File: config.mk
export PLATFORM = sky130hd
export DESIGN_NAME = lpc_residual_restore_top
export DESIGN_NICKNAME = d
export VERILOG_FILES = /design/src/rtl/lrr_pkg.sv /design/src/rtl/lrr_ram.sv /design/src/rtl/lrr_mac.sv /design/src/rtl/lpc_residual_restore_top.sv
export SDC_FILE = /design/constraint.sdc
export NUM_CORES = 2
export LEC_CHECK = 0
export ABC_AREA = 1
export ABC_CLOCK_PERIOD_IN_PS = 6440
export BUFFER_PORTS_ARGS = -buffer_cell sky130_fd_sc_hd__buf_4
export CAP_MARGIN = 25
export CORE_UTILIZATION = 66
export CTS_BUF_LIST = sky130_fd_sc_hd__clkbuf_8
export CTS_CLUSTER_SIZE = 16
export DETAILED_ROUTE_END_ITERATION = 7
export PLACE_DENSITY = 0.87
export SYNTH_ARGS = -nofsm -noshare
export SYNTH_HDL_FRONTEND = slang
export SYNTH_SLANG_ARGS = --single-unit
File: constraint.sdc
create_clock -name clk -period 6.44 [get_ports clk]
set_input_delay 0.322 -clock clk [delete_from_list [all_inputs] [get_ports clk]]
set_output_delay 0.322 -clock clk [all_outputs]
set_load 0.01 [all_outputs]
File: src/rtl/lrr_pkg.sv
`default_nettype none

package lrr_pkg;

  localparam int MAX_ORDER  = 32;
  localparam int COEFF_BITS = 15;
  localparam int SAMPLE_W   = 32;
  localparam int TAP_W      = $clog2(MAX_ORDER);
  localparam int ORDER_W    = 6;
  localparam int SHIFT_W    = 4;
  localparam int PROD_W     = COEFF_BITS + SAMPLE_W;
  // One guard bit beyond log2 of the tap count keeps the running sum exact.
  localparam int ACC_W      = PROD_W + TAP_W + 1;

  localparam int OPCODE_W   = 2;
  localparam int CFG_ADDR_W = 1;
  localparam int CFG_DATA_W = 6;
  localparam int IN_DATA_W  = 56;
  localparam int OUT_DATA_W = 32;

  localparam logic [OPCODE_W-1:0] OP_LOAD     = 2'd0;
  localparam logic [OPCODE_W-1:0] OP_WARMUP   = 2'd1;
  localparam logic [OPCODE_W-1:0] OP_RESIDUAL = 2'd2;

  localparam logic [CFG_ADDR_W-1:0] REG_PRED_ORDER  = 1'd0;
  localparam logic [CFG_ADDR_W-1:0] REG_QUANT_SHIFT = 1'd1;

endpackage

`default_nettype wire

File: src/rtl/lrr_ram.sv
`default_nettype none

module lrr_ram #(
  parameter int WIDTH = 32,
  parameter int DEPTH = 32
) (
  input  wire logic                     clk,
  input  wire logic                     we,
  input  wire logic [$clog2(DEPTH)-1:0] waddr,
  input  wire logic [WIDTH-1:0]         wdata,
  input  wire logic [$clog2(DEPTH)-1:0] raddr,
  output logic      [WIDTH-1:0]         rdata
);

  logic [WIDTH-1:0] mem [DEPTH];

  always_ff @(posedge clk) begin
    if (we) begin
      mem[waddr] <= wdata;
    end
    rdata <= mem[raddr];
  end

endmodule

`default_nettype wire

File: src/rtl/lrr_mac.sv
`default_nettype none

module lrr_mac
  import lrr_pkg::*;
(
  input  wire logic                         clk,
  input  wire logic                         rst,
  input  wire logic                         clear,
  input  wire logic                         in_valid,
  input  wire logic signed [COEFF_BITS-1:0] coeff,
  input  wire logic signed [SAMPLE_W-1:0]   sample,
  output logic                              busy,
  output logic signed [ACC_W-1:0]           acc
);

  logic signed [PROD_W-1:0] prod;
  logic                     prod_valid;

  always_ff @(posedge clk) begin
    if (rst) begin
      prod_valid <= 1'b0;
    end else begin
      prod_valid <= in_valid;
    end
  end

  always_ff @(posedge clk) begin
    if (in_valid) begin
      prod <= coeff * sample;
    end
    if (clear) begin
      acc <= '0;
    end else if (prod_valid) begin
      acc <= acc + {{(ACC_W-PROD_W){prod[PROD_W-1]}}, prod};
    end
  end

  assign busy = prod_valid;

endmodule

`default_nettype wire

File: src/rtl/lpc_residual_restore_top.sv
`default_nettype none

// LPC synthesis filter. Coefficient loads end when taken; warm-up samples, and
// residuals at order zero, go straight to the write-back step. Other residuals use
// the effective order (pred_order, capped at 32): one multiply-accumulate unit walks
// the taps one per cycle, fed by a coefficient RAM and a circular sample-history
// RAM (registered reads), followed by a drain of the read and multiply stages and
// a step to add the residual and write the history back.
// That last step stretches while the output register still holds an untaken beat.
// The input is taken only between items; a finished sample waits in the output
// register so the next item can be accepted while it is not yet taken.

module lpc_residual_restore_top
  import lrr_pkg::*;
(
  input  wire logic                    clk,
  input  wire logic                    rst,
  // Configuration write port.
  input  wire logic                    cfg_we,
  input  wire logic [CFG_ADDR_W-1:0]   cfg_addr,
  input  wire logic [CFG_DATA_W-1:0]   cfg_wdata,
  // Input stream.
  input  wire logic                    s_tvalid,
  output logic                         s_tready,
  // s_tdata: coeff_index[4:0], coeff_value[19:5], value[51:20], zero pad [55:52]
  input  wire logic [IN_DATA_W-1:0]    s_tdata,
  // s_tuser: opcode[1:0]
  input  wire logic [OPCODE_W-1:0]     s_tuser,
  input  wire logic                    s_tlast,
  // Output stream.
  output logic                         m_tvalid,
  input  wire logic                    m_tready,
  // m_tdata: sample[31:0]
  output logic [OUT_DATA_W-1:0]        m_tdata,
  output logic                         m_tlast
);

  localparam logic [1:0] ST_IDLE  = 2'd0;
  localparam logic [1:0] ST_MAC   = 2'd1;
  localparam logic [1:0] ST_DRAIN = 2'd2;
  localparam logic [1:0] ST_DONE  = 2'd3;

  logic [1:0] state, state_next;

  logic [ORDER_W-1:0] pred_order;
  logic [SHIFT_W-1:0] quant_shift;

  logic [OPCODE_W-1:0] op;
  logic [SAMPLE_W-1:0] value;
  logic                last;

  logic [TAP_W-1:0]     tap;
  logic [TAP_W-1:0]     last_tap;
  logic [TAP_W-1:0]     head;
  logic [MAX_ORDER-1:0] hist_valid;
  logic                 rd_valid;
  logic                 rd_hist_valid;

  logic [TAP_W-1:0]      in_cidx;
  logic [COEFF_BITS-1:0] in_cval;
  logic [SAMPLE_W-1:0]   in_value;
  logic                  accept;
  logic [ORDER_W-1:0]    order_eff;

  logic [TAP_W-1:0]      hist_raddr;
  logic [COEFF_BITS-1:0] coeff_rdata;
  logic [SAMPLE_W-1:0]   hist_rdata;
  logic [SAMPLE_W-1:0]   mac_sample;
  logic                  mac_busy;
  logic signed [ACC_W-1:0] acc;
  logic signed [ACC_W-1:0] acc_shifted;
  logic [SAMPLE_W-1:0]   result;
  logic                  out_free;
  logic                  finish;

  assign in_cidx  = s_tdata[TAP_W-1:0];
  assign in_cval  = s_tdata[TAP_W +: COEFF_BITS];
  assign in_value = s_tdata[TAP_W+COEFF_BITS +: SAMPLE_W];

  assign s_tready = (state == ST_IDLE);
  assign accept   = s_tvalid && s_tready;
  assign out_free = !m_tvalid || m_tready;
  assign finish   = (state == ST_DONE) && out_free;

  // Orders above the table depth saturate.
  assign order_eff = (pred_order > ORDER_W'(MAX_ORDER)) ? ORDER_W'(MAX_ORDER) : pred_order;

  // History entry j is the (j+1)-th most recent sample.
  assign hist_raddr = head - TAP_W'(1) - tap;

  always_ff @(posedge clk) begin
    if (rst) begin
      pred_order  <= ORDER_W'(1);
      quant_shift <= '0;
    end else if (cfg_we) begin
      unique case (cfg_addr)
        REG_PRED_ORDER:  pred_order  <= cfg_wdata[ORDER_W-1:0];
        REG_QUANT_SHIFT: quant_shift <= cfg_wdata[SHIFT_W-1:0];
        default: ;
      endcase
    end
  end

  always_comb begin
    state_next = state;
    unique case (state)
      ST_IDLE: begin
        if (accept) begin
          if (s_tuser == OP_WARMUP) begin
            state_next = ST_DONE;
          end else if (s_tuser == OP_RESIDUAL) begin
            state_next = (order_eff == '0) ? ST_DONE : ST_MAC;
          end
        end
      end
      ST_MAC: begin
        if (tap == last_tap) begin
          state_next = ST_DRAIN;
        end
      end
      ST_DRAIN: begin
        if (!rd_valid && !mac_busy) begin
          state_next = ST_DONE;
        end
      end
      ST_DONE: begin
        if (out_free) begin
          state_next = ST_IDLE;
        end
      end
      default: state_next = ST_IDLE;
    endcase
  end

  always_ff @(posedge clk) begin
    if (rst) begin
      state      <= ST_IDLE;
      head       <= '0;
      hist_valid <= '0;
      rd_valid   <= 1'b0;
      m_tvalid   <= 1'b0;
    end else begin
      state    <= state_next;
      rd_valid <= (state == ST_MAC);
      if (finish) begin
        head             <= head + TAP_W'(1);
        hist_valid[head] <= 1'b1;
        m_tvalid         <= 1'b1;
      end else if (m_tready) begin
        m_tvalid <= 1'b0;
      end
    end
  end

  always_ff @(posedge clk) begin
    if (accept) begin
      op       <= s_tuser;
      value    <= in_value;
      last     <= s_tlast;
      tap      <= '0;
      last_tap <= TAP_W'(order_eff - ORDER_W'(1));
    end else if (state == ST_MAC) begin
      tap <= tap + TAP_W'(1);
    end
    rd_hist_valid <= hist_valid[hist_raddr];
    if (finish) begin
      m_tdata <= result;
      m_tlast <= last;
    end
  end

  lrr_ram #(
    .WIDTH (COEFF_BITS),
    .DEPTH (MAX_ORDER)
  ) u_coeff_ram (
    .clk   (clk),
    .we    (accept && (s_tuser == OP_LOAD)),
    .waddr (in_cidx),
    .wdata (in_cval),
    .raddr (tap),
    .rdata (coeff_rdata)
  );

  lrr_ram #(
    .WIDTH (SAMPLE_W),
    .DEPTH (MAX_ORDER)
  ) u_hist_ram (
    .clk   (clk),
    .we    (finish),
    .waddr (head),
    .wdata (result),
    .raddr (hist_raddr),
    .rdata (hist_rdata)
  );

  // History slots never written since reset read as zero.
  assign mac_sample = rd_hist_valid ? hist_rdata : '0;

  lrr_mac u_mac (
    .clk      (clk),
    .rst      (rst),
    .clear    (accept),
    .in_valid (rd_valid),
    .coeff    ($signed(coeff_rdata)),
    .sample   ($signed(mac_sample)),
    .busy     (mac_busy),
    .acc      (acc)
  );

  assign acc_shifted = acc >>> quant_shift;
  assign result = (op == OP_WARMUP) ? value : value + acc_shifted[SAMPLE_W-1:0];

endmodule

`default_nettype wire

[Yosys cells after proc, flatten, opt, wreduce, memory -nomap -nowiden]
Memory sizes are Yosys's and may differ from the RTL's. A register that Yosys moved wholly into a read port is not among the register bits.
Cells that the tools add are included.
Operators by class
  multipliers: 1
  equal/unequal tests: 12
  $lt $le $gt $ge: 4
  bitwise logic cells: 2
  reductions and logical operators: 16
  add/subtract/negate cells: 7
  shift-type cells: 1
  mux-type cells: 21
Operators by type and width (count)
  2-to-1 mux 32 bit: 2
  adder 53 bit: 1
  >>> shifter 53 x 4 -> 32 bit: 1
  multiplier 15 x 32 -> 47 bit: 1
  adder 32 bit: 1
  bitwise OR 32 bit: 1
  2-to-1 mux 2 bit: 7
  < comparator 5 x 6 -> 1 bit, second input constant: 2
  adder 5 x 1 -> 5 bit, second input constant: 2
  subtractor 5 x 1 -> 5 bit, second input constant: 2
  2-to-1 mux 1 bit: 8
  case mux 2 bit (4 select lines): 1
  == test 2 x 1 -> 1 bit, second input constant: 3
  == test 2 bit, second input constant: 3
  > comparator 6 bit, second input constant: 1
  logical NOT 6 bit: 1
  2-to-1 mux 6 bit: 1
  != test 2 bit, second input constant: 3
  binary-select mux 1 bit (select 5 bit): 1
  demux 1 bit (select 5 bit): 1
  == test 5 bit: 1
  greater-or-equal comparator 5 x 1 -> 1 bit, second input constant: 1
  logical AND 1 bit: 5
  AND reduction 5 bit: 1
  9 further kinds: 13
Storage, ports and cells
  bits of input ports: 71
  memories: 2
  flip-flop bits (word level): 231
  output and inout bits: 35
  RAM bits: 1504
Memory list
  u_hist_ram.mem: words 32, width 32, read ports 1, clocked after memory_dff 1, write ports 1, RTL line lrr_ram.sv:15  | logic [WIDTH-1:0] mem [DEPTH];
  u_coeff_ram.mem: words 32, width 15, read ports 1, clocked after memory_dff 1, write ports 1, RTL line lrr_ram.sv:15

[Logic depth before layout (Yosys ltp)]
  word-level depth: 8
  mapped depth: 28

[By module]
From an unflattened synthesis, not the netlist that was laid out.
Second synthesis, totals
  cell total of the unflattened synthesis: 10101
  area, all modules: 96721.5 um2
Modules (own cells, without submodules)
  lrr_ram at u_hist_ram: cells an instance 3536, area an instance 42405.7 um2, times used 1
  lrr_mac: cells an instance 3449, area an instance 24921.4 um2, times used 1
  lrr_ram at u_coeff_ram: cells an instance 1685, area an instance 19887.8 um2, times used 1
  lpc_residual_restore_top: cells an instance 1431, area an instance 9506.6 um2, times used 1

[Least setup slack after synthesis]
Ideal clock, no wire load.
  path type: register to register
  from: reg rd_hist_valid
  to: reg u_mac.prod[41] (data pin)
  path slack: 0.603 ns
  required time: 6.179 ns
  setup time: 0.261 ns
  cell stages (with the launch flop): 24
  arrival time: 5.576 ns
  clock period less this slack: 5.837 ns
  cells stage by stage: dfxtp_1 clkbuf_1 nand2_1 inv_1 clkbuf_1 nand2_1 fa_1 fa_1 inv_1 fa_1 fa_1 fa_1 inv_1 fa_1 inv_1 ha_1 a21oi_1 nor2_1 nor2_1 a21boi_0 o21ai_0 nand2_1 nand3_1 xor2_1
Between the ends
  cells in the longest elaborated chain, start to end: 2
RTL lines
  from (decl): RTL line lpc_residual_restore_top.sv:57  | logic rd_hist_valid;
  from (signal assigned): RTL line lpc_residual_restore_top.sv:165  | rd_hist_valid <= hist_valid[hist_raddr];
  2-to-1 mux 32 bit: RTL line lpc_residual_restore_top.sv:197  | assign mac_sample = rd_hist_valid ? hist_rdata : '0;
  multiplier 15 x 32 -> 47 bit: RTL line lrr_mac.sv:29  | prod <= coeff * sample;
  to (signal assigned): RTL line lrr_mac.sv:29
  to (decl): RTL line lrr_mac.sv:16  | logic signed [PROD_W-1:0] prod;
No other way between the ends.
A chain may end at the register's enable or synchronous reset.

[Worst setup path after layout]
  from: reg rd_hist_valid
  to: reg u_mac.prod[45] (data pin)
The elaborated chain is that of the path after synthesis.

==> impl_metrics.prom <==
# TYPE chip_impl_metric gauge
chip_impl_info{name="synth_area_leaders",value="sky130_fd_sc_hd__edfxtp_1, sky130_fd_sc_hd__fa_1, sky130_fd_sc_hd__nor2_1"} 1
chip_impl_metric{name="cts.sinks",unit=""} 1776
chip_impl_metric{name="critPathMaxFanout",unit=""} 16
chip_impl_info{name="main_combinational_cell_family_by_area_after_synthesis",value="adder cells"} 1
chip_impl_metric{name="synthXorXnorAreaFrac",unit="%"} 0.862
chip_impl_metric{name="yosys-mux-area-fraction",unit="%"} 0.315
chip_impl_info{name="violations",value="design-rule violations"} 1
chip_impl_metric{name="first_pass_iters",unit=""} 8
chip_impl_metric{name="timing.critical_path.arrival",unit="ns"} 6.93
chip_impl_metric{name="dr.first_iter.drc_count",unit=""} 11417
chip_impl_metric{name="place_congestion",unit=""} 1.02
chip_impl_metric{name="period_needed",unit="ns"} 6.25
chip_impl_metric{name="report.final.hold_viol_count",unit=""} 0
chip_impl_metric{name="hpwlAfterDp",unit="um"} 173000
chip_impl_metric{name="synth-edff-count",unit=""} 1624
chip_impl_metric{name="slack_of_the_critical_path",unit="ns"} 0.189
chip_impl_info{name="setup.worst_path.end_class",value="flop"} 1
chip_impl_metric{name="setup_violations",unit=""} 0
chip_impl_metric{name="cap_viol_max_count",unit=""} 0
chip_impl_metric{name="ys_seq_elements",unit=""} 1776
chip_impl_metric{name="tightest_slew_margin_relative_to_the_limit",unit="%"} 20.0
chip_impl_info{name="min-delay-path-class",value="input port to flop"} 1
chip_impl_info{name="yosys-top-cells-count",value="sky130_fd_sc_hd__edfxtp_1, sky130_fd_sc_hd__nor2_1, sky130_fd_sc_hd__nand2_1, sky130_fd_sc_hd__o21ai_0, sky130_fd_sc_hd__inv_1"} 1
chip_impl_metric{name="ys_types",unit=""} 45
chip_impl_metric{name="netlist_area",unit="um2"} 92200
chip_impl_metric{name="count_of_port_buffers_added_during_placement",unit=""} 101
chip_impl_metric{name="clock_insertion_delay_worst_skew",unit="ns"} 1.06
chip_impl_metric{name="timing.hold.ws",unit="ns"} 0.0464
chip_impl_metric{name="dp_worst_setup_slack",unit="ns"} 0.0132
chip_impl_metric{name="overflow",unit=""} 0
chip_impl_metric{name="ioPinCount",unit=""} 106
chip_impl_metric{name="area_of_the_multi_input_gates",unit="um2"} 35400
chip_impl_metric{name="worstMarginPinSlew",unit="ns"} 1.20
chip_impl_metric{name="dieHeight",unit="um"} 376
chip_impl_metric{name="viasPerCell",unit=""} 6.51
chip_impl_metric{name="detail_route.drc_violations",unit=""} 13
chip_impl_metric{name="routed_wirelength",unit="um"} 281000
chip_impl_metric{name="floorplan.initialDensity",unit="%"} 66.8
chip_impl_metric{name="grt_pass1_wl",unit="um"} 413000
chip_impl_info{name="synthDominantAreaCellType",value="sky130_fd_sc_hd__edfxtp_1"} 1
chip_impl_metric{name="cp.required",unit="ns"} 7.12
chip_impl_metric{name="simple_gate_portion_of_the_synthesized_area",unit="%"} 12.3
chip_impl_metric{name="slew_viols_final",unit=""} 0
chip_impl_metric{name="post-route-cell-area",unit="um2"} 102000
chip_impl_metric{name="placed_cell_area",unit="um2"} 95900
chip_impl_metric{name="syn_to_final_growth",unit="%"} 10.9
chip_impl_metric{name="clock.fmax",unit="MHz"} 160
chip_impl_metric{name="die_area",unit="um2"} 141000
chip_impl_metric{name="path_clk_slew",unit="ns"} 0.08
chip_impl_metric{name="drive_above_1_share",unit="%"} 9.43
chip_impl_metric{name="design.final.nets",unit=""} 9666
chip_impl_metric{name="yosysTopAreaCellShare",unit="%"} 52.9
chip_impl_info{name="clock_tree.root_cell",value="sky130_fd_sc_hd__clkbuf_8"} 1
chip_impl_info{name="synth.most_common_cell",value="sky130_fd_sc_hd__edfxtp_1"} 1
chip_impl_metric{name="synth_cells",unit=""} 8646
chip_impl_metric{name="synth.net_count",unit=""} 9371
chip_impl_metric{name="synth-compound-area-share",unit="%"} 11.8
chip_impl_metric{name="antenna_found_initial",unit=""} 6
chip_impl_metric{name="timing.clock.skew",unit="ns"} 0.106
chip_impl_metric{name="fillers",unit=""} 8436
chip_impl_metric{name="period_share",unit="%"} 97.1
chip_impl_metric{name="row_count",unit=""} 136
chip_impl_metric{name="synth_seq_area_share",unit="%"} 56.2
chip_impl_metric{name="ctsLongestPathBuffers",unit=""} 4
chip_impl_metric{name="avgRoutedWirePerCell",unit="um"} 25.5
chip_impl_metric{name="antenna_violating_nets_post_route",unit=""} 0
chip_impl_info{name="synthFlopType",value="sky130_fd_sc_hd__edfxtp_1"} 1
chip_impl_metric{name="cts-buffers-inserted",unit=""} 294
chip_impl_info{name="unrepaired_setup_endpoints_after_global_routing",value="yes"} 1
chip_impl_metric{name="final_core_util",unit="%"} 74.1
chip_impl_metric{name="vias_in_the_first_global_route",unit=""} 70948
chip_impl_metric{name="grt.total_usage",unit="%"} 39.2
chip_impl_metric{name="vias",unit=""} 71738
chip_impl_info{name="status",value="complete, but fails checks"} 1
chip_impl_metric{name="post_synth_fa_ha_maj_area_fraction",unit="%"} 12.5
chip_impl_info{name="setup.worst_path.start_class",value="flop"} 1
chip_impl_metric{name="register_area",unit="um2"} 51800
chip_impl_info{name="path_class",value="flop to flop"} 1
chip_impl_metric{name="synth-async-reset-ratio",unit="%"} 0
chip_impl_metric{name="grt_max_degree",unit=""} 217
chip_impl_metric{name="cts-htree-levels",unit=""} 5
chip_impl_info{name="cts_tree",value="built"} 1
chip_impl_metric{name="postSynthAreaPerCell",unit="um2"} 10.7
chip_impl_metric{name="yosys_warnings",unit=""} 0
chip_impl_metric{name="core_region_area",unit="um2"} 138000
chip_impl_metric{name="die_x",unit="um"} 376
-- timing repair --
action	in CTS	in global routing
cloned	0	2
gates resized for setup	1	47
pin swaps	0	0
hold buffers	78	0
endpoints found under the setup margin	1	25
buffers inserted	0	8
hold endpoints to repair	627	0
-- metal layers --
layer	up-vias	track usage, %	part of all wire [%]
li1	30380	-	-
met1	33843	49.8	34
met2	6267	61.1	46
met3	1242	9.91	14
met4	6	23.5	6.5
met5	-	0	0.014
-- critical path: stages (launching register included) --
cell                         delay (ns)
sky130_fd_sc_hd__dfxtp_4           0.37
sky130_fd_sc_hd__buf_12            0.17
sky130_fd_sc_hd__nand2_1           0.19
sky130_fd_sc_hd__clkinvlp_4        0.28
sky130_fd_sc_hd__buf_4             0.22
sky130_fd_sc_hd__nor2_1            0.12
sky130_fd_sc_hd__fa_1              0.43
sky130_fd_sc_hd__inv_1             0.08
sky130_fd_sc_hd__fa_1              0.45
sky130_fd_sc_hd__fa_1              0.51
sky130_fd_sc_hd__inv_1             0.05
sky130_fd_sc_hd__fa_1              0.47
sky130_fd_sc_hd__inv_1             0.05
sky130_fd_sc_hd__fa_1              0.47
sky130_fd_sc_hd__fa_1              0.50
sky130_fd_sc_hd__inv_1             0.05
sky130_fd_sc_hd__ha_1              0.39
sky130_fd_sc_hd__a21oi_1           0.30
sky130_fd_sc_hd__o21ai_0           0.23
sky130_fd_sc_hd__nand2_1           0.10
sky130_fd_sc_hd__o211ai_1          0.11
sky130_fd_sc_hd__a21oi_1           0.16
sky130_fd_sc_hd__nand3_1           0.10
sky130_fd_sc_hd__xor2_1            0.14
-- registers in the layout, summed over array words and instances, names as in the netlist, 2 cells and up --
name	count
op	2
u_mac.prod	47
head	5
pred_order	6
last_tap	5
quant_shift	4
u_mac.acc	47
tap	5
u_hist_ram.mem	1024
value	32
state	2
u_coeff_ram.rdata	15
u_hist_ram.rdata	32
u_coeff_ram.mem	480
hist_valid	32
m_tdata	32
-- final timing paths --
kind                       from                      to  slack [ns]  depth (start not counted)
hold / removal       s_tdata[2]  u_coeff_ram.mem[22][3]        0.05                          4
setup / recovery  rd_hist_valid          u_mac.prod[45]        0.19                         23
setup reg to reg  rd_hist_valid          u_mac.prod[45]        0.19                         23
hold reg to reg            last                 m_tlast        0.45                          0
-- stage by stage --
step,instances,setup TNS [ns]
6_report,11015,0
5_1_grt,11013,-0.111
4_1_cts,10995,0
3_5_place_dp,10413,0
3_3_place_gp,10407,0
2_1_floorplan,8646,0
-- kinds of logic after synthesis --
kind of cell / Yosys count
AO/OA/AOI/OAI: 1815
adder cells (fa/ha/maj): 654
AND/OR/NAND/NOR: 2884
multiplexers: 29
XOR/XNOR: 89
buffers and inverters: 1399
flip-flops: 1776
-- cells in the final DEF (no fill, tap or decap), types with 7 or more instances in the layout --
cell type / Yosys / layout
sky130_fd_sc_hd__o31ai_2: 28 / 28
sky130_fd_sc_hd__buf_12: 0 / 20
sky130_fd_sc_hd__nor2_4: 0 / 32
sky130_fd_sc_hd__nor3_1: 27 / 24
sky130_fd_sc_hd__clkinv_2: 0 / 31
sky130_fd_sc_hd__o21ai_1: 10 / 16
sky130_fd_sc_hd__xor2_1: 52 / 51
sky130_fd_sc_hd__nand4_1: 27 / 27
sky130_fd_sc_hd__o21ai_2: 1 / 12
sky130_fd_sc_hd__fa_1: 446 / 444
sky130_fd_sc_hd__o22ai_1: 30 / 30
sky130_fd_sc_hd__o21a_1: 12 / 12
sky130_fd_sc_hd__o21bai_1: 27 / 27
sky130_fd_sc_hd__o221ai_1: 356 / 356
sky130_fd_sc_hd__nor2_2: 0 / 12
sky130_fd_sc_hd__edfxtp_1: 1624 / 1624
sky130_fd_sc_hd__nand3_1: 292 / 292
sky130_fd_sc_hd__inv_1: 931 / 1003
sky130_fd_sc_hd__xnor2_1: 35 / 35
sky130_fd_sc_hd__a21o_1: 15 / 15
sky130_fd_sc_hd__clkinvlp_4: 0 / 23
sky130_fd_sc_hd__or2_2: 7 / 7
sky130_fd_sc_hd__clkinv_1: 23 / 84
sky130_fd_sc_hd__nand2_1: 1086 / 1080
sky130_fd_sc_hd__a21oi_1: 290 / 288
sky130_fd_sc_hd__dfxtp_1: 152 / 146
sky130_fd_sc_hd__mux2i_1: 29 / 29
sky130_fd_sc_hd__o21ai_0: 990 / 973
sky130_fd_sc_hd__nor2_1: 1426 / 1382
sky130_fd_sc_hd__a31oi_1: 33 / 27
sky130_fd_sc_hd__inv_2: 9 / 7
sky130_fd_sc_hd__dlygate4sd3_1: 0 / 78
sky130_fd_sc_hd__ha_1: 208 / 206
sky130_fd_sc_hd__buf_4: 19 / 326
sky130_fd_sc_hd__clkbuf_8: 0 / 306
-- cell type report --
cell class | count | share of cell area, %
multi-input combinational | 5471 | 34.6
sequential | 1776 | 50.7
clock buffer | 306 | 4.12
clock inverter | 198 | 0.962
timing repair buffer | 434 | 3.76
antenna | 3 | 0.00734
inverter | 963 | 3.61
timing repair inverter | 1 | 0.00734
tap | 1863 | 2.28
Power is not shown: default switching activity piles up to over one toggle a cycle in this logic, so the estimate is an artifact.
